## src/hw/rtl/opl_pkg.sv

```systemverilog
// shared types and constants for the operator symbol lexer
// depends on nothing; imported by the decoder, the output queue, the top level and the bench
package opl_pkg;

	// token codes that more than one place needs
	localparam logic [5:0] KIND_NONE = 6'd53;

	// operator characters
	localparam logic [7:0] CH_EQ    = 8'h3D; // '='
	localparam logic [7:0] CH_GT    = 8'h3E; // '>'
	localparam logic [7:0] CH_LT    = 8'h3C; // '<'
	localparam logic [7:0] CH_DOT   = 8'h2E; // '.'
	localparam logic [7:0] CH_MINUS = 8'h2D; // '-'
	localparam logic [7:0] CH_PLUS  = 8'h2B; // '+'
	localparam logic [7:0] CH_AMP   = 8'h26; // '&'
	localparam logic [7:0] CH_BAR   = 8'h7C; // '|'

	// pending partial operator
	typedef enum logic [4:0] {
		PEND_IDLE   = 5'd0,
		PEND_EQ     = 5'd1,
		PEND_EXC    = 5'd2,
		PEND_MIN    = 5'd3,
		PEND_PLUS   = 5'd4,
		PEND_STAR   = 5'd5,
		PEND_SLASH  = 5'd6,
		PEND_AMP    = 5'd7,
		PEND_BAR    = 5'd8,
		PEND_CARET  = 5'd9,
		PEND_PCT    = 5'd10,
		PEND_DOT    = 5'd11,
		PEND_DOTDOT = 5'd12,
		PEND_LT     = 5'd13,
		PEND_LTEQ   = 5'd14,
		PEND_LTLT   = 5'd15,
		PEND_GT     = 5'd16,
		PEND_GTGT   = 5'd17
	} pend_t;

	// one result record
	typedef struct packed {
		logic [5:0] kind;
		logic [1:0] len;
		logic [7:0] pbyte;
		logic       last;
	} res_t;

	// everything one character produces
	typedef struct packed {
		logic [1:0] count;
		res_t       res0;
		res_t       res1;
		pend_t      pend_next;
	} step_t;

endpackage

```

## src/hw/rtl/operator_symbol_lexer_top.sv

```systemverilog
// Operator symbol lexer: one character (or an end mark) per transfer, one token per transfer out.
// Each character is registered, decoded against the pending operator by shallow logic in
// the following cycle, and its zero to two results are placed in a four-place output
// queue. A new character is taken every cycle while the queue holds two records or fewer,
// so the input rate is one item per cycle, limited by the one-token-per-cycle output when
// characters produce two tokens and by stalls on the token side. An end item flushes any
// pending operator; with nothing pending it produces no token. Depends on opl_pkg,
// opl_decode and opl_out_queue.
module operator_symbol_lexer_top (
	input  logic       clk,
	input  logic       arst_n,
	input  logic       char_valid,
	output logic       char_stall,
	input  logic [7:0] char_byte,
	input  logic       end_flag,
	output logic       token_valid,
	input  logic       token_stall,
	output logic [5:0] token_kind,
	output logic [1:0] token_length,
	output logic [7:0] passed_byte,
	output logic       last_result
);
	import opl_pkg::*;

	logic       valid_s1;
	logic [7:0] char_s1;
	logic       end_s1;
	pend_t      pend_q;
	step_t      step;
	logic       room;
	logic       drain;
	logic       take;
	res_t       head;

	assign drain      = valid_s1 && room;
	assign char_stall = valid_s1 && !room;
	assign take       = char_valid && !char_stall;

	// input register
	always_ff @(posedge clk or negedge arst_n) begin
		if (!arst_n) begin
			valid_s1 <= 1'b0;
		end else if (take) begin
			valid_s1 <= 1'b1;
		end else if (drain) begin
			valid_s1 <= 1'b0;
		end
	end

	always_ff @(posedge clk) begin
		if (take) begin
			char_s1 <= char_byte;
			end_s1  <= end_flag;
		end
	end

	// pending operator advances as each registered item is decoded
	always_ff @(posedge clk or negedge arst_n) begin
		if (!arst_n) begin
			pend_q <= PEND_IDLE;
		end else if (drain) begin
			pend_q <= step.pend_next;
		end
	end

	opl_decode u_decode (
		.pend    (pend_q),
		.char_in (char_s1),
		.end_in  (end_s1),
		.step    (step)
	);

	opl_out_queue u_queue (
		.clk        (clk),
		.arst_n     (arst_n),
		.push_count (drain ? step.count : 2'd0),
		.push0      (step.res0),
		.push1      (step.res1),
		.room       (room),
		.head_valid (token_valid),
		.head       (head),
		.head_stall (token_stall)
	);

	assign token_kind   = head.kind;
	assign token_length = head.len;
	assign passed_byte  = head.pbyte;
	assign last_result  = head.last;

endmodule

```

## src/hw/rtl/opl_decode.sv

```systemverilog
// longest-match step: pending operator and one character in, up to two results out
// depends on opl_pkg
module opl_decode (
	input  opl_pkg::pend_t pend,
	input  logic [7:0]     char_in,
	input  logic           end_in,
	output opl_pkg::step_t step
);
	import opl_pkg::*;

	logic [5:0] fl_kind;
	logic [1:0] fl_len;
	logic       ext_done;
	logic       ext_hold;
	logic [5:0] ext_kind;
	pend_t      ext_pend;
	logic       fr_done;
	logic       fr_hold;
	logic [5:0] fr_kind;
	pend_t      fr_pend;
	res_t       flush_res;
	res_t       fresh_res;
	logic       lead;

	// token and length when the pending operator is flushed
	always_comb begin
		unique case (pend)
			PEND_EQ:     begin fl_kind = 6'd15; fl_len = 2'd1; end
			PEND_EXC:    begin fl_kind = 6'd18; fl_len = 2'd1; end
			PEND_MIN:    begin fl_kind = 6'd22; fl_len = 2'd1; end
			PEND_PLUS:   begin fl_kind = 6'd25; fl_len = 2'd1; end
			PEND_STAR:   begin fl_kind = 6'd27; fl_len = 2'd1; end
			PEND_SLASH:  begin fl_kind = 6'd29; fl_len = 2'd1; end
			PEND_AMP:    begin fl_kind = 6'd32; fl_len = 2'd1; end
			PEND_BAR:    begin fl_kind = 6'd35; fl_len = 2'd1; end
			PEND_CARET:  begin fl_kind = 6'd37; fl_len = 2'd1; end
			PEND_PCT:    begin fl_kind = 6'd39; fl_len = 2'd1; end
			PEND_DOT:    begin fl_kind = 6'd43; fl_len = 2'd1; end
			PEND_DOTDOT: begin fl_kind = 6'd42; fl_len = 2'd2; end
			PEND_LT:     begin fl_kind = 6'd48; fl_len = 2'd1; end
			PEND_LTEQ:   begin fl_kind = 6'd45; fl_len = 2'd2; end
			PEND_LTLT:   begin fl_kind = 6'd47; fl_len = 2'd2; end
			PEND_GT:     begin fl_kind = 6'd52; fl_len = 2'd1; end
			PEND_GTGT:   begin fl_kind = 6'd51; fl_len = 2'd2; end
			default:     begin fl_kind = 6'd0;  fl_len = 2'd0; end
		endcase
	end

	// can the character extend the pending operator
	always_comb begin
		ext_done = 1'b0;
		ext_hold = 1'b0;
		ext_kind = 6'd0;
		ext_pend = PEND_IDLE;
		unique case (pend)
			PEND_EQ: begin
				if (char_in == CH_EQ) begin ext_done = 1'b1; ext_kind = 6'd13; end
				else if (char_in == CH_GT) begin ext_done = 1'b1; ext_kind = 6'd14; end
			end
			PEND_EXC: begin
				if (char_in == CH_EQ) begin ext_done = 1'b1; ext_kind = 6'd17; end
			end
			PEND_MIN: begin
				if (char_in == CH_EQ) begin ext_done = 1'b1; ext_kind = 6'd19; end
				else if (char_in == CH_GT) begin ext_done = 1'b1; ext_kind = 6'd20; end
				else if (char_in == CH_MINUS) begin ext_done = 1'b1; ext_kind = 6'd21; end
			end
			PEND_PLUS: begin
				if (char_in == CH_EQ) begin ext_done = 1'b1; ext_kind = 6'd23; end
				else if (char_in == CH_PLUS) begin ext_done = 1'b1; ext_kind = 6'd24; end
			end
			PEND_STAR: begin
				if (char_in == CH_EQ) begin ext_done = 1'b1; ext_kind = 6'd26; end
			end
			PEND_SLASH: begin
				if (char_in == CH_EQ) begin ext_done = 1'b1; ext_kind = 6'd28; end
			end
			PEND_AMP: begin
				if (char_in == CH_EQ) begin ext_done = 1'b1; ext_kind = 6'd30; end
				else if (char_in == CH_AMP) begin ext_done = 1'b1; ext_kind = 6'd31; end
			end
			PEND_BAR: begin
				if (char_in == CH_EQ) begin ext_done = 1'b1; ext_kind = 6'd33; end
				else if (char_in == CH_BAR) begin ext_done = 1'b1; ext_kind = 6'd34; end
			end
			PEND_CARET: begin
				if (char_in == CH_EQ) begin ext_done = 1'b1; ext_kind = 6'd36; end
			end
			PEND_PCT: begin
				if (char_in == CH_EQ) begin ext_done = 1'b1; ext_kind = 6'd38; end
			end
			PEND_DOT: begin
				if (char_in == CH_DOT) begin ext_hold = 1'b1; ext_pend = PEND_DOTDOT; end
			end
			PEND_DOTDOT: begin
				if (char_in == CH_DOT) begin ext_done = 1'b1; ext_kind = 6'd40; end
				else if (char_in == CH_LT) begin ext_done = 1'b1; ext_kind = 6'd41; end
			end
			PEND_LT: begin
				if (char_in == CH_EQ) begin ext_hold = 1'b1; ext_pend = PEND_LTEQ; end
				else if (char_in == CH_LT) begin ext_hold = 1'b1; ext_pend = PEND_LTLT; end
			end
			PEND_LTEQ: begin
				if (char_in == CH_GT) begin ext_done = 1'b1; ext_kind = 6'd44; end
			end
			PEND_LTLT: begin
				if (char_in == CH_EQ) begin ext_done = 1'b1; ext_kind = 6'd46; end
			end
			PEND_GT: begin
				if (char_in == CH_EQ) begin ext_done = 1'b1; ext_kind = 6'd49; end
				else if (char_in == CH_GT) begin ext_hold = 1'b1; ext_pend = PEND_GTGT; end
			end
			PEND_GTGT: begin
				if (char_in == CH_EQ) begin ext_done = 1'b1; ext_kind = 6'd50; end
			end
			default: begin
				ext_done = 1'b0;
			end
		endcase
	end

	// classify the character from idle
	always_comb begin
		fr_done = 1'b1;
		fr_hold = 1'b0;
		fr_kind = 6'd0;
		fr_pend = PEND_IDLE;
		unique case (char_in)
			8'h27:    fr_kind = 6'd0;  // quote
			8'h5C:    fr_kind = 6'd1;  // backslash
			8'h28:    fr_kind = 6'd2;
			8'h29:    fr_kind = 6'd3;
			8'h5B:    fr_kind = 6'd4;
			8'h5D:    fr_kind = 6'd5;
			8'h7B:    fr_kind = 6'd6;
			8'h7D:    fr_kind = 6'd7;
			8'h3B:    fr_kind = 6'd8;
			8'h2C:    fr_kind = 6'd9;
			8'h40:    fr_kind = 6'd10;
			8'h3F:    fr_kind = 6'd11;
			8'h7E:    fr_kind = 6'd12;
			8'h3A:    fr_kind = 6'd16; // colon
			CH_EQ:    begin fr_done = 1'b0; fr_hold = 1'b1; fr_pend = PEND_EQ;    end
			8'h21:    begin fr_done = 1'b0; fr_hold = 1'b1; fr_pend = PEND_EXC;   end
			CH_MINUS: begin fr_done = 1'b0; fr_hold = 1'b1; fr_pend = PEND_MIN;   end
			CH_PLUS:  begin fr_done = 1'b0; fr_hold = 1'b1; fr_pend = PEND_PLUS;  end
			8'h2A:    begin fr_done = 1'b0; fr_hold = 1'b1; fr_pend = PEND_STAR;  end
			8'h2F:    begin fr_done = 1'b0; fr_hold = 1'b1; fr_pend = PEND_SLASH; end
			CH_AMP:   begin fr_done = 1'b0; fr_hold = 1'b1; fr_pend = PEND_AMP;   end
			CH_BAR:   begin fr_done = 1'b0; fr_hold = 1'b1; fr_pend = PEND_BAR;   end
			8'h5E:    begin fr_done = 1'b0; fr_hold = 1'b1; fr_pend = PEND_CARET; end
			8'h25:    begin fr_done = 1'b0; fr_hold = 1'b1; fr_pend = PEND_PCT;   end
			CH_DOT:   begin fr_done = 1'b0; fr_hold = 1'b1; fr_pend = PEND_DOT;   end
			CH_LT:    begin fr_done = 1'b0; fr_hold = 1'b1; fr_pend = PEND_LT;    end
			CH_GT:    begin fr_done = 1'b0; fr_hold = 1'b1; fr_pend = PEND_GT;    end
			default:  fr_done = 1'b0;
		endcase
	end

	// candidate records
	always_comb begin
		flush_res = '{kind: fl_kind, len: fl_len, pbyte: 8'd0, last: 1'b0};
		if (fr_done) begin
			fresh_res = '{kind: fr_kind, len: 2'd1, pbyte: 8'd0, last: 1'b1};
		end else begin
			fresh_res = '{kind: KIND_NONE, len: 2'd1, pbyte: char_in, last: 1'b1};
		end
	end

	assign lead = (pend != PEND_IDLE);

	// assemble the step
	always_comb begin
		step.count     = 2'd0;
		step.res0      = flush_res;
		step.res1      = fresh_res;
		step.pend_next = PEND_IDLE;
		if (end_in) begin
			// flush whatever is pending
			step.res0.last = 1'b1;
			step.count     = lead ? 2'd1 : 2'd0;
		end else if (lead && ext_done) begin
			step.res0  = '{kind: ext_kind, len: fl_len + 2'd1, pbyte: 8'd0, last: 1'b1};
			step.count = 2'd1;
		end else if (lead && ext_hold) begin
			step.pend_next = ext_pend;
		end else begin
			// flush pending if any, then the character starts over
			step.pend_next = fr_hold ? fr_pend : PEND_IDLE;
			if (lead) begin
				step.res0.last = fr_hold;
				step.count     = fr_hold ? 2'd1 : 2'd2;
			end else begin
				step.res0  = fresh_res;
				step.count = fr_hold ? 2'd0 : 2'd1;
			end
		end
	end

endmodule

```

## src/hw/rtl/opl_out_queue.sv

```systemverilog
// four-place result queue: takes up to two records a cycle, hands out one
// depends on opl_pkg
module opl_out_queue (
	input  logic          clk,
	input  logic          arst_n,
	input  logic [1:0]    push_count,
	input  opl_pkg::res_t push0,
	input  opl_pkg::res_t push1,
	output logic          room,
	output logic          head_valid,
	output opl_pkg::res_t head,
	input  logic          head_stall
);
	import opl_pkg::*;

	localparam int Depth = 4;

	res_t       slot_q [Depth];
	logic [2:0] count_q;
	logic       pop;
	logic [2:0] base;
	res_t       slot_d [Depth];
	logic [2:0] count_d;

	assign head_valid = (count_q != 3'd0);
	assign head       = slot_q[0];
	assign pop        = head_valid && !head_stall;
	// two places always free when the count is at most two
	assign room       = (count_q <= 3'd2);
	assign base       = count_q - {2'd0, pop};
	assign count_d    = base + {1'b0, push_count};

	// shift out the head on a transfer, append new records behind the rest
	always_comb begin
		for (int i = 0; i < Depth; i++) begin
			slot_d[i] = slot_q[i];
			if (3'(i) < base) begin
				if (pop && i < Depth - 1) begin
					slot_d[i] = slot_q[(i + 1) % Depth];
				end
			end else if (3'(i) == base && push_count != 2'd0) begin
				slot_d[i] = push0;
			end else if (3'(i) == base + 3'd1 && push_count == 2'd2) begin
				slot_d[i] = push1;
			end
		end
	end

	// payload places
	always_ff @(posedge clk) begin
		for (int i = 0; i < Depth; i++) begin
			slot_q[i] <= slot_d[i];
		end
	end

	// fill count
	always_ff @(posedge clk or negedge arst_n) begin
		if (!arst_n) begin
			count_q <= 3'd0;
		end else begin
			count_q <= count_d;
		end
	end

endmodule

```

## config.mk

```make
export PLATFORM = sky130hd
export DESIGN_NAME = operator_symbol_lexer_top
export DESIGN_NICKNAME = d
export VERILOG_FILES = /design/src/hw/rtl/opl_pkg.sv /design/src/hw/rtl/operator_symbol_lexer_top.sv /design/src/hw/rtl/opl_decode.sv /design/src/hw/rtl/opl_out_queue.sv
export SDC_FILE = /design/constraint.sdc
export NUM_CORES = 1
export LEC_CHECK = 0
export BUFFER_PORTS_ARGS = -buffer_cell sky130_fd_sc_hd__buf_2
export CORE_MARGIN = 4
export CORE_UTILIZATION = 50
export DETAILED_ROUTE_END_ITERATION = 8
export GPL_ROUTABILITY_DRIVEN = 1
export HOLD_SLACK_MARGIN = 0.12
export PLACE_DENSITY = 0.74
export SLEW_MARGIN = 20
export SYNTH_ARGS = -nofsm -noshare
export SYNTH_HDL_FRONTEND = slang
export SYNTH_SLANG_ARGS = --single-unit
```

## constraint.sdc

```tcl
create_clock -name clk -period 5.38 [get_ports clk]
set_input_delay 1.614 -clock clk [delete_from_list [all_inputs] [get_ports clk]]
set_output_delay 1.614 -clock clk [all_outputs]
set_load 0.005 [all_outputs]
```

After elaboration in Yosys (flattened, before gate mapping)
Memory sizes are Yosys's and may differ from the RTL's. Index checks and enable logic that the tools add are counted.

Register bits: 18. Latch bits: 0. Bits in writable memories: 68. ROM bits: 256. Input bits: 13. Output and inout bits: 19. Logic and storage cells: 179. Memories: 2.

Add/sub/neg operators: 4. Multiply operators: 0. Div/mod/pow operators: 0. Order comparisons: 5. Equality and inequality tests: 51. Shift-type cells: 0. Mux-type cells: 86. Bitwise gates (word level): 0. Reduce and logical (&&, ||, !) cells: 26.

Memories: (name not given) (depth 32, width 8, rd ports 1, clocked after Yosys merged registers in 0, wr ports 0, line opl_decode.sv:27) `unique case (pend)`; u_queue.slot_q (depth 4, width 17, rd ports 4, clocked after Yosys merged registers in 0, wr ports 4, line opl_out_queue.sv:18) `res_t slot_q [Depth];`.

Operator list (number): 2-to-1 mux 17 bit (16); equality test 8 x 6 -> 1 bit (second input constant) (18); one-hot mux 5 bit (13 select lines) (2); 2-to-1 mux 6 bit (15); one-hot mux 6 bit (15 select lines) (1); equality test 8 x 7 -> 1 bit (second input constant) (9); 2-to-1 mux 5 bit (13); equality test 5 x 4 -> 1 bit (second input constant) (8); 2-to-1 mux 19 bit (2); 2-to-1 mux 16 bit (2); 2-to-1 mux 1 bit (25); equality test 5 x 3 -> 1 bit (second input constant) (4); one-hot mux 5 bit (3 select lines) (1); logical AND 1 bit (14); OR reduction 14 bit (1); OR reduction 13 bit (1); equality test 2 x 3 -> 1 bit (first input constant) (4); 2-to-1 mux 4 bit (3); equality test 5 x 2 -> 1 bit (second input constant) (2); equality test 5 bit (second input constant) (2); 2-to-1 mux 2 bit (4); one-hot mux 1 bit (8 select lines) (1); OR reduction 8 bit (1); equality test 1 x 3 -> 1 bit (first input constant) (2); 15 further kinds (21).

Longest topological paths before layout
Depth in word-level cells: 14. Depth in mapped cells: 16. Depth with buffers taken out: 13.

Hierarchy
A second synthesis with hierarchy kept.

Cell total of the unflattened synthesis: 642. Area total of the unflattened synthesis: 6468.7 um2.

By module, submodules not included: opl_out_queue (instances 1, cells each 286, area an instance 3828.7 um2, sequential area each 2117.0 um2); opl_decode (instances 1, cells each 329, area an instance 2095.8 um2, sequential area each 0.0 um2); operator_symbol_lexer_top (instances 1, cells each 27, area an instance 544.3 um2, sequential area each 420.4 um2).

Least setup slack after synthesis
OpenSTA, ideal clock, no wires.

Kind: input -> register. Start: input token_stall. End: memory u_queue.slot_q[1][0] (netlist bit) (enable). Library setup time: 415 ps. Arrival: 4105 ps. Required time: 4965 ps. Setup slack: 861 ps. Stages: 7. Buffers on the path: 1. Path through: nor2b_1 -> ha_1 -> ha_1 -> xnor2_1 -> nand2_1 -> clkbuf_1 -> o21ai_0.

RTL lines: start: declaration (line operator_symbol_lexer_top.sv:17) `input logic token_stall,`; end: declaration (line opl_out_queue.sv:18).

==> impl_metrics.ini <==
[yosys]
synth_edf_count = 77
ys_top_cells_by_area = edfxtp_1, nand2_1, a21oi_1
netlist_instances = 602
yosys_most_used_dff = edfxtp_1
synth_top_cell_area_share = 0.405
synth_cell_types = 80
seq_area_frac_synth = 0.445
yosysTopAreaCell = edfxtp_1
synth_area_um2 = 5710
yosysMostFrequentCell = edfxtp_1
synthArstFlopShare = 0.105
synth_fp_nets = 626
ys_ff_latch = 86
syn_area_per_cell_um2 = 9.48
ys_warn_count = 0
synth_common_cells = edfxtp_1, nand2_1, a21oi_1

[sta]
finalWorstSetupSlack_ns = 1.07
fin_crit_sh = 0.801
fin_setup_tns_ns = 0
fmax_ghz = 0.232
slew-limit-headroom = 0.412
min_period_ns = 4.31
rsz0062_at_grt = no
report.final.slew_viol_count = 0
worstMarginPinSlew_ns = 0.875
finalSetupViolations = 0
hold_violations = 0
finClkSkew_ns = 0.0101

[clock_network]
clk-insertion-delay-late_ns = 0.35
h-tree-depth = 3
cts_inserted_buffers = 9
cts_tree = yes
cts_buffer_depth = 2
cts_hold_buf = 0
cts_resized = 0
cts-root-buf = clkbuf_16
clock_sink_count = 86
clk_pin_slew_ns = 0.06
cts_setup_buffers = 0

[detailed_routing]
avgRoutedWirePerCell_um = 18.9
drtIter0Drc = 657
antenna_left = 0
drc_errors = 0
vias_per_cell = 6.46
firstDrtPassIters = 5
vias = 4886
drt-total-wl_um = 14300

[die]
dieArea_um2 = 13200
rows = 38
initial_core_util = 0.519
die_h_um = 115
coreArea_um2 = 11000
io_pins = 32
die_x_um = 115

[critical_path]
cp.required_ns = 5.28
critPathMaxFanout = 17
start_kind = flop
crit_family = simple AND/OR/NAND/NOR gates
cpMaxStageDelayCell = nand3_1
path_buf_inv = 3
critPathMaxStageDelay_ns = 0.53
critPathCaptureType = flop
cp.arrival_ns = 4.21
cp_cell_sequence = inv_1 -> ha_1 -> nand2b_1 -> nor3_1 -> clkinv_1 -> ha_1 -> a31oi_1 -> o21bai_1 -> or3_4 -> nand3_1 -> buf_4 -> nand3_1
path_class = flop to flop

[finish]
diodes = 0
multi_input_comb_area_um2 = 2910
drive_above_1_share = 0.146
final_area_um2 = 6260
n_fill_cell = 971
register_area_um2 = 2540
fin_nets = 636
area_delta_synth_final_pct = 9.74

[power_and_ir_drop]
p_per_area_nw_per_um2 = 533
p_clk_frac = 0.188
ir_worst_vdd_mv = 0.378
p_comb_frac = 0.439
report.power.total_w = 0.00334
intPower_w = 0.00203
p_leak_nw = 2.27
switching_power_w = 0.00130
pwr-share-seq = 0.373
power_switching_share = 0.391

[job]
cap_violations = 0

[grt]
grt_max_degree = 30
track_usage = 0.227
grt-ovfl-total = 0
antenna_found_initial = 0
grt_pass1_vias = 4574
grt_pass1_wl_um = 23800

[placed_design]
gp_congestion = 1.03
pre_cts_ws_ns = 0.797
numPortBuffers = 31
dpl-instance-area_um2 = 5960
hpwl_um = 10600

[hold_path]
worstHoldPathType = flop to flop

[outcome]
status = finished clean
==> state kept, by name, indices dropped and copies added, names as in the netlist <==
name and cells:
end_s1 1, char_s1 8, valid_s1 1, pend_q 5, u_queue.count_q 3, u_queue.slot_q 68
==> logic make-up after synthesis <==
kind of cell               synth area share
xor gates and xnor gates             0.0138
muxes                                0.0294
buffers and inverters                0.0465
AOI/OAI and AO/OA                     0.216
DFF                                   0.445
and+or+nand+nor                       0.224
adders and majority gates            0.0254
==> path summary, 6_finish.rpt <==
check | from | to | slack (ns) | cells after the start
worst min register to register | u_queue.slot_q[3][10] | u_queue.slot_q[2][10] | 0.52 | 2
worst max register to register | pend_q[1] | u_queue.slot_q[2][13] | 1.07 | 12
worst max-delay path | pend_q[1] | u_queue.slot_q[2][13] | 1.07 | 12
min in group asynchronous | arst_n | pend_q[0] | 1.11 | 1
worst min-delay path | u_queue.slot_q[3][10] | u_queue.slot_q[2][10] | 0.52 | 2
max in group asynchronous | arst_n | u_queue.count_q[2] | 4.09 | 1
==> power groups by stage <==
stage | Clock [W] | Combinational (W) | Sequential (W)
2_1_floorplan | 0 | 0.00110 | 0.00121
3_3_place_gp | 0 | 0.00139 | 0.00125
3_5_place_dp | 0 | 0.00144 | 0.00126
4_1_cts | 0.000634 | 0.00145 | 0.00125
5_1_grt | 0.000662 | 0.00164 | 0.00127
6_report | 0.000626 | 0.00147 | 0.00125
==> area by class of cell <==
type	count	share of cell area
timing repair buffer	48	0.0452
multi-input combinational	450	0.464
tap	140	0.0280
clock buffer	9	0.0360
sequential	86	0.405
inverter	17	0.0102
clock inverter	6	0.0112
==> placed cells by master, fill, tap and decap left out, types with 5 or more instances in the layout <==
cell	n
clkbuf_16	9
ha_1	10
nor2b_1	10
nor2_1	26
a21o_1	5
inv_1	16
dfrtp_1	9
o22ai_1	5
edfxtp_1	77
o21ai_0	33
nor3b_1	5
nand3_1	29
mux2i_1	7
nand4b_1	5
nor3_1	12
a31oi_1	5
o31ai_1	7
and4b_1	5
a32o_1	8
xor2_1	6
nand2b_1	9
and3_1	9
o211ai_1	7
a211oi_1	9
a22o_1	9
and2_1	9
buf_4	17
nand4_1	5
buf_2	31
a21oi_1	53
nand2_1	73
==> routing by layer <==
metal,GRT usage,wire length (um),up-vias,part of all wire
li1,-,-,2310,-
met1,0.306,5980,2303,0.42
met2,0.352,6580,228,0.46
met3,0.0542,1210,45,0.085
met4,0.0923,476,0,0.033
met5,0,0,-,0
==> worst reg2reg max path, cell delays in order, from the launching register on <==
cell and delay [ns]:
dfrtp_1 0.48, inv_1 0.19, ha_1 0.35, nand2b_1 0.18, nor3_1 0.43, clkinv_1 0.40
ha_1 0.44, a31oi_1 0.16, o21bai_1 0.08, or3_4 0.35, nand3_1 0.07, buf_4 0.19
nand3_1 0.53
==> stage by stage <==
step,utilization,std cells,hold WS [ns]
after floorplan,-,602,0.495
after global placement,0.543,741,0.504
after detailed placement,0.543,741,0.515
after CTS,0.570,756,0.524
after global routing,0.570,756,0.538
final,0.570,756,0.524
Note: power is estimated with default switching activity, not from simulation.
